$ cat config.mk
export PLATFORM = sky130hd
export DESIGN_NAME = surf_counter_mode_byte_generator_flat
export DESIGN_NICKNAME = d
export VERILOG_FILES = /design/src/rtl/scmbg_pkg.sv /design/src/rtl/scmbg_if.sv /design/src/rtl/scmbg_mush.sv /design/src/rtl/scmbg_surf.sv /design/src/rtl/surf_counter_mode_byte_generator.sv /design/src/flat_wrapper.sv
export SDC_FILE = /design/constraint.sdc
export NUM_CORES = 2
export LEC_CHECK = 0
export BUFFER_PORTS_ARGS = -buffer_cell sky130_fd_sc_hd__clkbuf_2
export CORE_MARGIN = 2
export CORE_UTILIZATION = 63
export CTS_CLUSTER_SIZE = 25
export DETAILED_ROUTE_END_ITERATION = 8
export PLACE_DENSITY = 0.79
export SLEW_MARGIN = 20
export SYNTH_ARGS = -nofsm -noshare
export SYNTH_HDL_FRONTEND = slang
export SYNTH_SLANG_ARGS = --single-unit
export TNS_END_PERCENT = 5
$ cat constraint.sdc
create_clock -name i_clk -period 13.41 [get_ports i_clk]
set_clock_uncertainty 0.15 [all_clocks]
set_input_delay 4.023 -clock i_clk [delete_from_list [all_inputs] [get_ports i_clk]]
set_output_delay 4.023 -clock i_clk [all_outputs]
set_load 0.005 [all_outputs]
$ cat src/rtl/scmbg_pkg.sv
// Shared types, constants and helper functions of the SURF byte generator.
// Used by the core modules, the top level and the testbench; depends on nothing.
package scmbg_pkg;

    localparam int WORD_W      = 32;
    localparam int SEED_DEPTH  = 32;
    localparam int SEED_AW     = 5;
    localparam int WORK_WORDS  = 12;
    localparam int BLOCK_WORDS = 8;
    localparam int CTR_WORDS   = 4;
    localparam int CTR_W       = CTR_WORDS * WORD_W;
    localparam int COUNT_W     = 7;
    localparam int LEFT_W      = 6;
    localparam int STEP_W      = 4;
    localparam int INIT_W      = 5;

    localparam logic [COUNT_W-1:0] MAX_REQUEST_BYTES = 7'd64;
    localparam logic [LEFT_W-1:0]  BLOCK_BYTES       = 6'd32;

    localparam logic [WORD_W-1:0]  GOLDEN_STEP    = 32'h9e3779b9;
    localparam logic [SEED_AW-1:0] SEED_WORK_BASE = 5'd12;
    localparam logic [INIT_W-1:0]  INIT_LAST      = 5'd20;
    localparam logic [STEP_W-1:0]  STEP_LAST      = 4'd11;
    localparam logic [STEP_W-1:0]  ROUND_LAST     = 4'd15;

    localparam logic OP_LOAD = 1'b0;
    localparam logic OP_GEN  = 1'b1;

    typedef logic [WORD_W-1:0] t_word;

    typedef struct packed {
        logic               en;
        logic [SEED_AW-1:0] addr;
        t_word              data;
    } t_seed_wr;

    typedef enum logic [1:0] {
        T_IDLE,
        T_EMIT,
        T_SURF
    } t_top_state;

    typedef enum logic [2:0] {
        S_IDLE,
        S_INIT,
        S_MUSH,
        S_FOLD,
        S_DONE
    } t_surf_state;

    // Left rotation by the MUSH amount chosen by the low two bits of the word index.
    function automatic t_word mush_rotl(input t_word v, input logic [1:0] sel);
        t_word r;
        case (sel)
            2'd0:    r = {v[WORD_W-6:0],  v[WORD_W-1:WORD_W-5]};
            2'd1:    r = {v[WORD_W-8:0],  v[WORD_W-1:WORD_W-7]};
            2'd2:    r = {v[WORD_W-10:0], v[WORD_W-1:WORD_W-9]};
            default: r = {v[WORD_W-14:0], v[WORD_W-1:WORD_W-13]};
        endcase
        return r;
    endfunction

endpackage

$ cat src/rtl/scmbg_if.sv
// Valid/ready channel interfaces for request items and result items.
// Depends on nothing but plain logic types.
interface scmbg_in_if;
    logic        valid;
    logic        ready;
    logic        opcode;
    logic [4:0]  seed_index;
    logic [31:0] seed_word;
    logic [6:0]  byte_count;

    modport source (output valid, output opcode, output seed_index, output seed_word,
                    output byte_count, input ready);
    modport sink   (input valid, input opcode, input seed_index, input seed_word,
                    input byte_count, output ready);
endinterface

interface scmbg_out_if;
    logic       valid;
    logic       ready;
    logic [7:0] random_byte;
    logic       last_byte;

    modport source (output valid, output random_byte, output last_byte, input ready);
    modport sink   (input valid, input random_byte, input last_byte, output ready);
endinterface

$ cat src/rtl/scmbg_mush.sv
// Single MUSH update: mixes the chaining word, one seed word and the round sum
// into one work word. Depends on scmbg_pkg.
module scmbg_mush (
    input  scmbg_pkg::t_word i_chain,
    input  scmbg_pkg::t_word i_seed,
    input  scmbg_pkg::t_word i_work,
    input  scmbg_pkg::t_word i_sum,
    input  logic [1:0]       i_rot_sel,
    output scmbg_pkg::t_word o_word
);

    scmbg_pkg::t_word s_mix;

    always_comb begin
        s_mix  = ((i_chain ^ i_seed) + i_sum) ^ scmbg_pkg::mush_rotl(i_chain, i_rot_sel);
        o_word = i_work + s_mix;
    end

endmodule

$ cat src/rtl/scmbg_surf.sv
// SURF sequencer: seed memory, twelve work words in a rotating line, the output
// block and the step counters that drive one shared MUSH unit. Depends on
// scmbg_pkg and scmbg_mush.
module scmbg_surf (
    input  logic                              i_clk,
    input  logic                              i_rst_n,
    input  scmbg_pkg::t_seed_wr               i_wr,
    input  logic                              i_start,
    input  logic [scmbg_pkg::CTR_W-1:0]       i_ctr,
    output logic                              o_done,
    output scmbg_pkg::t_word                  o_block [scmbg_pkg::BLOCK_WORDS]
);

    scmbg_pkg::t_surf_state r_state, n_state;

    scmbg_pkg::t_word r_seed_mem [scmbg_pkg::SEED_DEPTH];
    scmbg_pkg::t_word r_seed_q;
    scmbg_pkg::t_word r_work [scmbg_pkg::WORK_WORDS];
    scmbg_pkg::t_word r_blk  [scmbg_pkg::BLOCK_WORDS];
    scmbg_pkg::t_word r_sum;

    logic [scmbg_pkg::INIT_W-1:0] r_cnt;
    logic [scmbg_pkg::STEP_W-1:0] r_k;
    logic [scmbg_pkg::STEP_W-1:0] r_rnd;
    logic                         r_pass;

    logic [scmbg_pkg::SEED_AW-1:0] s_rd_addr;
    logic [scmbg_pkg::INIT_W-1:0]  s_init_i;
    scmbg_pkg::t_word              s_ctr_word;
    scmbg_pkg::t_word              s_mush;

    scmbg_mush u_mush (
        .i_chain   (r_work[scmbg_pkg::WORK_WORDS-1]),
        .i_seed    (r_seed_q),
        .i_work    (r_work[0]),
        .i_sum     (r_sum),
        .i_rot_sel (r_k[1:0]),
        .o_word    (s_mush)
    );

    // Next state.
    always_comb begin
        n_state = r_state;
        case (r_state)
            scmbg_pkg::S_IDLE: begin
                if (i_start) n_state = scmbg_pkg::S_INIT;
            end
            scmbg_pkg::S_INIT: begin
                if (r_cnt == scmbg_pkg::INIT_LAST) n_state = scmbg_pkg::S_MUSH;
            end
            scmbg_pkg::S_MUSH: begin
                if (r_k == scmbg_pkg::STEP_LAST && r_rnd == scmbg_pkg::ROUND_LAST) begin
                    n_state = scmbg_pkg::S_FOLD;
                end
            end
            scmbg_pkg::S_FOLD: begin
                n_state = r_pass ? scmbg_pkg::S_DONE : scmbg_pkg::S_MUSH;
            end
            scmbg_pkg::S_DONE: n_state = scmbg_pkg::S_IDLE;
            default:           n_state = scmbg_pkg::S_IDLE;
        endcase
    end

    // Outputs: the seed read address is issued in the cycle before its use.
    always_comb begin
        s_rd_addr = '0;
        o_done    = 1'b0;
        case (r_state)
            scmbg_pkg::S_IDLE: s_rd_addr = scmbg_pkg::SEED_WORK_BASE;
            scmbg_pkg::S_INIT: begin
                if (r_cnt != scmbg_pkg::INIT_LAST) begin
                    s_rd_addr = scmbg_pkg::SEED_WORK_BASE + r_cnt;
                end
            end
            scmbg_pkg::S_MUSH: begin
                if (r_k != scmbg_pkg::STEP_LAST) s_rd_addr = {1'b0, r_k + 4'd1};
            end
            scmbg_pkg::S_DONE: o_done = 1'b1;
            default:           s_rd_addr = '0;
        endcase
    end

    always_comb begin
        s_init_i   = r_cnt - 5'd1;
        s_ctr_word = (s_init_i < 5'(scmbg_pkg::CTR_WORDS)) ?
                     i_ctr[s_init_i[1:0]*scmbg_pkg::WORD_W +: scmbg_pkg::WORD_W] : '0;
    end

    always_ff @(posedge i_clk) begin
        if (i_wr.en) r_seed_mem[i_wr.addr] <= i_wr.data;
        r_seed_q <= r_seed_mem[s_rd_addr];
    end

    always_ff @(posedge i_clk) begin
        if (!i_rst_n) begin
            r_state <= scmbg_pkg::S_IDLE;
            r_cnt   <= '0;
            r_k     <= '0;
            r_rnd   <= '0;
            r_pass  <= 1'b0;
            r_sum   <= '0;
        end else begin
            r_state <= n_state;
            case (r_state)
                scmbg_pkg::S_IDLE: begin
                    r_cnt <= '0;
                end
                scmbg_pkg::S_INIT: begin
                    r_cnt <= r_cnt + 5'd1;
                    r_k   <= '0;
                    r_rnd <= '0;
                    r_pass <= 1'b0;
                    r_sum <= scmbg_pkg::GOLDEN_STEP;
                end
                scmbg_pkg::S_MUSH: begin
                    if (r_k == scmbg_pkg::STEP_LAST) begin
                        r_k   <= '0;
                        r_sum <= r_sum + scmbg_pkg::GOLDEN_STEP;
                        r_rnd <= (r_rnd == scmbg_pkg::ROUND_LAST) ? '0 : r_rnd + 4'd1;
                    end else begin
                        r_k <= r_k + 4'd1;
                    end
                end
                scmbg_pkg::S_FOLD: begin
                    r_pass <= 1'b1;
                end
                default: begin
                    r_cnt <= '0;
                end
            endcase
        end
    end

    // Work words and output block shift in at the tail during load-up; during
    // MUSH the head is updated and rotated to the tail, which is the chaining word.
    always_ff @(posedge i_clk) begin
        case (r_state)
            scmbg_pkg::S_INIT: begin
                if (r_cnt != '0) begin
                    if (s_init_i < 5'(scmbg_pkg::WORK_WORDS)) begin
                        for (int j = 0; j < scmbg_pkg::WORK_WORDS - 1; j++) begin
                            r_work[j] <= r_work[j+1];
                        end
                        r_work[scmbg_pkg::WORK_WORDS-1] <= s_ctr_word ^ r_seed_q;
                    end else begin
                        for (int j = 0; j < scmbg_pkg::BLOCK_WORDS - 1; j++) begin
                            r_blk[j] <= r_blk[j+1];
                        end
                        r_blk[scmbg_pkg::BLOCK_WORDS-1] <= r_seed_q;
                    end
                end
            end
            scmbg_pkg::S_MUSH: begin
                for (int j = 0; j < scmbg_pkg::WORK_WORDS - 1; j++) begin
                    r_work[j] <= r_work[j+1];
                end
                r_work[scmbg_pkg::WORK_WORDS-1] <= s_mush;
            end
            scmbg_pkg::S_FOLD: begin
                for (int j = 0; j < scmbg_pkg::BLOCK_WORDS; j++) begin
                    r_blk[j] <= r_blk[j] ^ r_work[j+4];
                end
            end
            default: begin
            end
        endcase
    end

    always_comb begin
        for (int j = 0; j < scmbg_pkg::BLOCK_WORDS; j++) o_block[j] = r_blk[j];
    end

endmodule

$ cat src/rtl/surf_counter_mode_byte_generator.sv
// Top level of the SURF keyed counter-mode byte generator.
// Depends on scmbg_pkg, scmbg_if and scmbg_surf.
//
// Request channel i_in: a load item (opcode 0) writes seed_word into seed word
// seed_index and is done in the cycle it is taken. A generate item (opcode 1)
// asks for byte_count bytes (above 64 is treated as 64, zero gives nothing).
// While a generate is being served i_in.ready stays low.
// Result channel o_out: one item per byte, last_byte set on the final byte of a
// request. A single output register sits between the block and the receiver.
// With bytes left in the block, an accepted request first moves the sequencer
// to its emit state, which then loads the first byte into the output register.
// Throughput: bytes of the current 32-byte block go out at one per cycle while
// the receiver does not stall. When the block runs out, the 128-bit counter is
// incremented and SURF is run: the start, the seed reads, 384 MUSH updates
// through the one shared MUSH unit at one per cycle, two folds and a done
// state.
// Reset clears the counter, the bytes-left count and the output valid flag; seed
// words must be loaded before the first generate. When the receiver stalls the
// byte in the output register holds and the block waits.
module surf_counter_mode_byte_generator (
    input  logic        i_clk,
    input  logic        i_rst_n,
    scmbg_in_if.sink    i_in,
    scmbg_out_if.source o_out
);

    scmbg_pkg::t_top_state r_state, n_state;

    logic [scmbg_pkg::CTR_W-1:0]   r_ctr;
    logic [scmbg_pkg::LEFT_W-1:0]  r_bytes_left;
    logic [scmbg_pkg::COUNT_W-1:0] r_remain;
    logic                          r_ovalid;
    logic [7:0]                    r_obyte;
    logic                          r_olast;

    logic                          s_accept;
    logic                          s_gen;
    logic [scmbg_pkg::COUNT_W-1:0] s_count;
    logic                          s_out_free;
    logic                          s_start;
    logic                          s_emit;
    logic [4:0]                    s_idx;
    scmbg_pkg::t_word              s_word;
    scmbg_pkg::t_seed_wr           s_wr;
    logic                          s_done;
    scmbg_pkg::t_word              s_block [scmbg_pkg::BLOCK_WORDS];

    scmbg_surf u_surf (
        .i_clk   (i_clk),
        .i_rst_n (i_rst_n),
        .i_wr    (s_wr),
        .i_start (s_start),
        .i_ctr   (r_ctr),
        .o_done  (s_done),
        .o_block (s_block)
    );

    assign i_in.ready = (r_state == scmbg_pkg::T_IDLE);
    assign s_accept   = i_in.valid && i_in.ready;
    assign s_gen      = s_accept && (i_in.opcode == scmbg_pkg::OP_GEN);
    assign s_count    = (i_in.byte_count > scmbg_pkg::MAX_REQUEST_BYTES) ?
                        scmbg_pkg::MAX_REQUEST_BYTES : i_in.byte_count;
    assign s_out_free = !r_ovalid || o_out.ready;

    assign s_wr.en   = s_accept && (i_in.opcode == scmbg_pkg::OP_LOAD);
    assign s_wr.addr = i_in.seed_index;
    assign s_wr.data = i_in.seed_word;

    // Next state.
    always_comb begin
        n_state = r_state;
        case (r_state)
            scmbg_pkg::T_IDLE: begin
                if (s_gen && s_count != '0) n_state = scmbg_pkg::T_EMIT;
            end
            scmbg_pkg::T_EMIT: begin
                if (s_out_free) begin
                    if (r_bytes_left == '0) n_state = scmbg_pkg::T_SURF;
                    else if (r_remain == 7'd1) n_state = scmbg_pkg::T_IDLE;
                end
            end
            scmbg_pkg::T_SURF: begin
                if (s_done) n_state = scmbg_pkg::T_EMIT;
            end
            default: n_state = scmbg_pkg::T_IDLE;
        endcase
    end

    // Outputs of the sequencer.
    always_comb begin
        s_start = 1'b0;
        s_emit  = 1'b0;
        case (r_state)
            scmbg_pkg::T_EMIT: begin
                s_start = s_out_free && (r_bytes_left == '0);
                s_emit  = s_out_free && (r_bytes_left != '0);
            end
            default: begin
                s_start = 1'b0;
                s_emit  = 1'b0;
            end
        endcase
    end

    // Block bytes run from 31 down to 0; byte k is byte k mod 4 of word k/4.
    always_comb begin
        s_idx  = 5'(r_bytes_left - 6'd1);
        s_word = s_block[s_idx[4:2]];
    end

    always_ff @(posedge i_clk) begin
        if (!i_rst_n) begin
            r_state      <= scmbg_pkg::T_IDLE;
            r_ctr        <= '0;
            r_bytes_left <= '0;
            r_remain     <= '0;
            r_ovalid     <= 1'b0;
        end else begin
            r_state <= n_state;
            if (s_gen) r_remain <= s_count;
            if (s_start) r_ctr <= r_ctr + 128'd1;
            if (r_state == scmbg_pkg::T_SURF && s_done) r_bytes_left <= scmbg_pkg::BLOCK_BYTES;
            if (s_emit) begin
                r_bytes_left <= r_bytes_left - 6'd1;
                r_remain     <= r_remain - 7'd1;
                r_ovalid     <= 1'b1;
            end else if (o_out.ready) begin
                r_ovalid <= 1'b0;
            end
        end
    end

    always_ff @(posedge i_clk) begin
        if (s_emit) begin
            r_obyte <= s_word[{s_idx[1:0], 3'b000} +: 8];
            r_olast <= (r_remain == 7'd1);
        end
    end

    assign o_out.valid       = r_ovalid;
    assign o_out.random_byte = r_obyte;
    assign o_out.last_byte   = r_olast;

endmodule

$ cat src/flat_wrapper.sv
// flat-port wrapper written by rule: the top's interface ports become plain ports
module surf_counter_mode_byte_generator_flat 
  (i_clk, i_rst_n, i_in_valid, i_in_opcode, i_in_seed_index, i_in_seed_word, i_in_byte_count, i_in_ready, o_out_valid, o_out_random_byte, o_out_last_byte, o_out_ready);
  scmbg_in_if i_in_i ();
  scmbg_out_if o_out_i ();
  input  logic i_clk;
  input  logic i_rst_n;
  input wire logic [$bits(i_in_i.valid)-1:0] i_in_valid;
  input wire logic [$bits(i_in_i.opcode)-1:0] i_in_opcode;
  input wire logic [$bits(i_in_i.seed_index)-1:0] i_in_seed_index;
  input wire logic [$bits(i_in_i.seed_word)-1:0] i_in_seed_word;
  input wire logic [$bits(i_in_i.byte_count)-1:0] i_in_byte_count;
  output wire logic [$bits(i_in_i.ready)-1:0] i_in_ready;
  output wire logic [$bits(o_out_i.valid)-1:0] o_out_valid;
  output wire logic [$bits(o_out_i.random_byte)-1:0] o_out_random_byte;
  output wire logic [$bits(o_out_i.last_byte)-1:0] o_out_last_byte;
  input wire logic [$bits(o_out_i.ready)-1:0] o_out_ready;
  assign i_in_i.valid = i_in_valid;
  assign i_in_i.opcode = i_in_opcode;
  assign i_in_i.seed_index = i_in_seed_index;
  assign i_in_i.seed_word = i_in_seed_word;
  assign i_in_i.byte_count = i_in_byte_count;
  assign i_in_ready = i_in_i.ready;
  assign o_out_valid = o_out_i.valid;
  assign o_out_random_byte = o_out_i.random_byte;
  assign o_out_last_byte = o_out_i.last_byte;
  assign o_out_i.ready = o_out_ready;
  surf_counter_mode_byte_generator u_core (.i_clk(i_clk), .i_rst_n(i_rst_n), .i_in(i_in_i), .o_out(o_out_i));
endmodule
==> results.json <==
{
  "grt_pass1_vias": 53367,
  "routed_via_density": 6.73,
  "rsz0062_at_grt": "false",
  "synth_area_leader_cell": "edfxtp_1",
  "tightest_slew_ns": 1.21,
  "maxSlewHeadroom": 0.185,
  "ys_seq_elements": 1898,
  "top_layer_used": "met5",
  "reg2reg_depth": 9,
  "hold_buffers": 0,
  "synth_compound_area_frac": 0.107,
  "ys_seq_area_frac": 0.655,
  "dp_hpwl_um": 129000,
  "die_area_um2": 136000,
  "worst_ir_drop_vdd_uv": 171,
  "cts_setup_buffers": 0,
  "synthXorXnorAreaFrac": 0.0548,
  "drc": 0,
  "yosysUniqueCellTypes": 85,
  "p_leak_nw": 30.4,
  "cts_made_buffers": 185,
  "hold_start": "u_core.u_surf.r_work[0][66]$_DFFE_PP_",
  "clockBufferDepth": 3,
  "setup_tns_ns": 0,
  "crit_start": "o_out_ready",
  "synth-simple-area-share": 0.116,
  "synth_fa_ha_area_frac": 0.0129,
  "grt_pass1_wl_um": 322000,
  "totalWireLength_um": 215000,
  "setup_viol": 0,
  "htreeDepth": 4,
  "place_congestion": 0.970,
  "synth_area_leaders": "edfxtp_1, dfxtp_1, xnor2_1",
  "yosysMostFrequentCell": "edfxtp_1",
  "drt-initial-drc-count": 7635,
  "crit_arrival_ns": 6.84,
  "synthesis.instances": 6429,
  "dr.pass1.iters": 7,
  "dr_total_vias": 55386,
  "final_cells": 8234,
  "synth_area_per_cell_um2": 13.0,
  "nets": 6455,
  "io_buffer_count": 59,
  "synth_area_um2": 83600,
  "r2r_start": "u_core.u_surf.r_state[1]$_SDFFE_PN0P_",
  "yosysWarnings": 0,
  "grt_use_total": 0.311,
  "cts_resized": 0,
  "dr_wl_met3_um": 22000,
  "cts_tree": "done",
  "drive_gt1_frac": 0.0957,
  "cts_sinks": 1898,
  "ios": 60,
  "cap_violations": 0,
  "met1_length_um": 81400,
  "antenna_found_initial": 9,
  "cp-end-kind": "flip-flop",
  "worstPathRequired_ns": 13.97,
  "syn_nets": 6563,
  "placedCellCount": 7873,
  "muxShareOfSynthArea": 0.0326,
  "core_um2": 132000,
  "power_density_nw_per_um2": 164,
  "min_path_type": "flip-flop to flip-flop",
  "period_share": 0.468,
  "cp_max_fo": 13,
  "synth_top_area_share": 0.601,
  "drv_slew": 0,
  "die_x_um": 368,
  "root_buffer": "clkbuf_16",
  "wl_met2_um": 101000,
  "area_growth_pct": 10.1,
  "synth_edf_count": 1673,
  "wl_per_cell_um": 26.1,
  "clk_pin_slew_ns": 0.06,
  "die_y_um": 368,
  "grt-ovfl-total": 0,
  "ys_async_sr_fraction": 0,
  "fmax_mhz": 159,
  "power.total_mw": 15.1,
  "grt_max_degree": 236,
  "clkLatencyLatePin_ns": 0.83,
  "status": "finished, final reports clean",
  "worstSetupPathType": "primary input to flip-flop",
  "synth-main-ff-cell": "edfxtp_1",
  "holdPathStages": 0,
  "synth_top_family_by_area": "simple AND/OR/NAND/NOR gates",
  "initial_core_util": 0.635,
  "crit_path_start_kind": "primary input",
  "antenna_left": 0,
  "ys_top_cells_by_count": "edfxtp_1, nand2_1, xnor2_1",
  "post-route-min-period_ns": 6.28,
  "hold_viol_final": 0,
  "fp-row-count": 133
}
-- per-layer routing --
layer | track usage | up-vias
met5 | 0 | -
met4 | 0.147 | 8
met1 | 0.424 | 27361
li1 | - | 24232
met3 | 0.0569 | 511
met2 | 0.489 | 3274
-- final timing paths --
check                                               end  slack, ns
hold / removal    u_core.u_surf.r_work[0][34]$_DFFE_PP_       0.27
hold reg to reg   u_core.u_surf.r_work[0][34]$_DFFE_PP_       0.27
setup reg to reg     u_core.u_surf.r_seed_q[14]$_DFF_P_       7.23
setup / recovery         u_core.r_ctr[124]$_SDFFE_PN0P_       7.13
-- area by class of cell --
cell class | count | area (um^2)
timing repair buffer | 146 | 1440
multi-input combinational | 4038 | 27400
sequential | 1898 | 54700
inverter | 52 | 195
clock inverter | 91 | 975
antenna | 3 | 7.51
clock buffer | 251 | 5100
tap | 1755 | 2200
fill | 8441 | 39600
-- cells in the final DEF (no fill, tap or decap), types with 17 or more instances in the layout --
cell type,count
edfxtp_1,1673
xnor2_1,423
clkbuf_2,59
dfxtp_1,224
nor2_1,224
xor2_1,97
clkbuf_16,187
a222oi_1,32
mux4_2,111
a21o_1,29
clkbuf_8,18
o31ai_1,44
ha_1,83
o21ai_0,264
nor3_1,113
nand3_1,92
a21oi_1,218
nor2b_1,28
and3_1,290
nand4_1,49
o311ai_0,34
a211oi_1,281
clkinv_1,23
buf_4,57
inv_1,49
a311oi_1,256
clkinv_2,33
and2_1,96
or3_1,58
nor2_4,33
and4_1,17
nor4_1,19
clkbuf_1,45
nand2_1,879
nand2b_1,61
-- state kept, by name (all words and copies together) (netlist names) --
signal and count:
u_core.u_surf.r_seed_mem 1024, u_core.u_surf.r_work 384, u_core.u_surf.r_blk 256, u_core.r_ctr 128
u_core.u_surf.r_seed_q 32, u_core.u_surf.r_sum 32, u_core.o_out.random_byte 8, u_core.r_remain 7
u_core.r_bytes_left 6, u_core.u_surf.r_cnt 5, u_core.u_surf.r_k 4, u_core.u_surf.r_rnd 4
u_core.u_surf.r_state 3, u_core.r_state 2, u_core.o_out.last_byte 1, u_core.o_out.valid 1
u_core.u_surf.r_pass 1
-- metrics by stage --
step | hold slack (ns) | util | area (um^2) | worst slack (ns)
2_1_floorplan | 0.250 | - | 83600 | 1.76
3_3_place_gp | 0.253 | 0.649 | 85400 | 6.56
3_5_place_dp | 0.255 | 0.650 | 85600 | 6.42
4_1_cts | 0.266 | 0.696 | 91600 | 7.22
5_1_grt | 0.269 | 0.699 | 92100 | 6.95
6_report | 0.268 | 0.699 | 92100 | 7.13
-- report_power, final --
part / total (mW) / switching, mW / internal (mW)
clock network: 5.22 / 2.25 / 2.97
logic: 2.88 / 1.79 / 1.09
registers: 7.01 / 0.288 / 6.73
total: 15.1 / 4.33 / 10.8
-- critical path, cell delays in order --
cell and delay (ns):
clkbuf_2 0.09, nand2b_1 0.16, and4_1 0.40, and4_1 0.57, nand4_1 0.25, nor3_1 0.31, nand2_1 0.35, nor4_1 0.43
mux2i_1 0.26
-- logic make-up (layout without fill, tap and decap cells) --
logic type,count (synthesis),in the layout
and+or+nand+nor,2022,2022
DFF,1898,1898
AOI/OAI and AO/OA,1277,1277
xor gates and xnor gates,523,523
buffers and inverters,493,540
muxes,131,131
adders and majority gates,85,85
other,0,3
No activity file was read; power rests on OpenSTA's default activity.
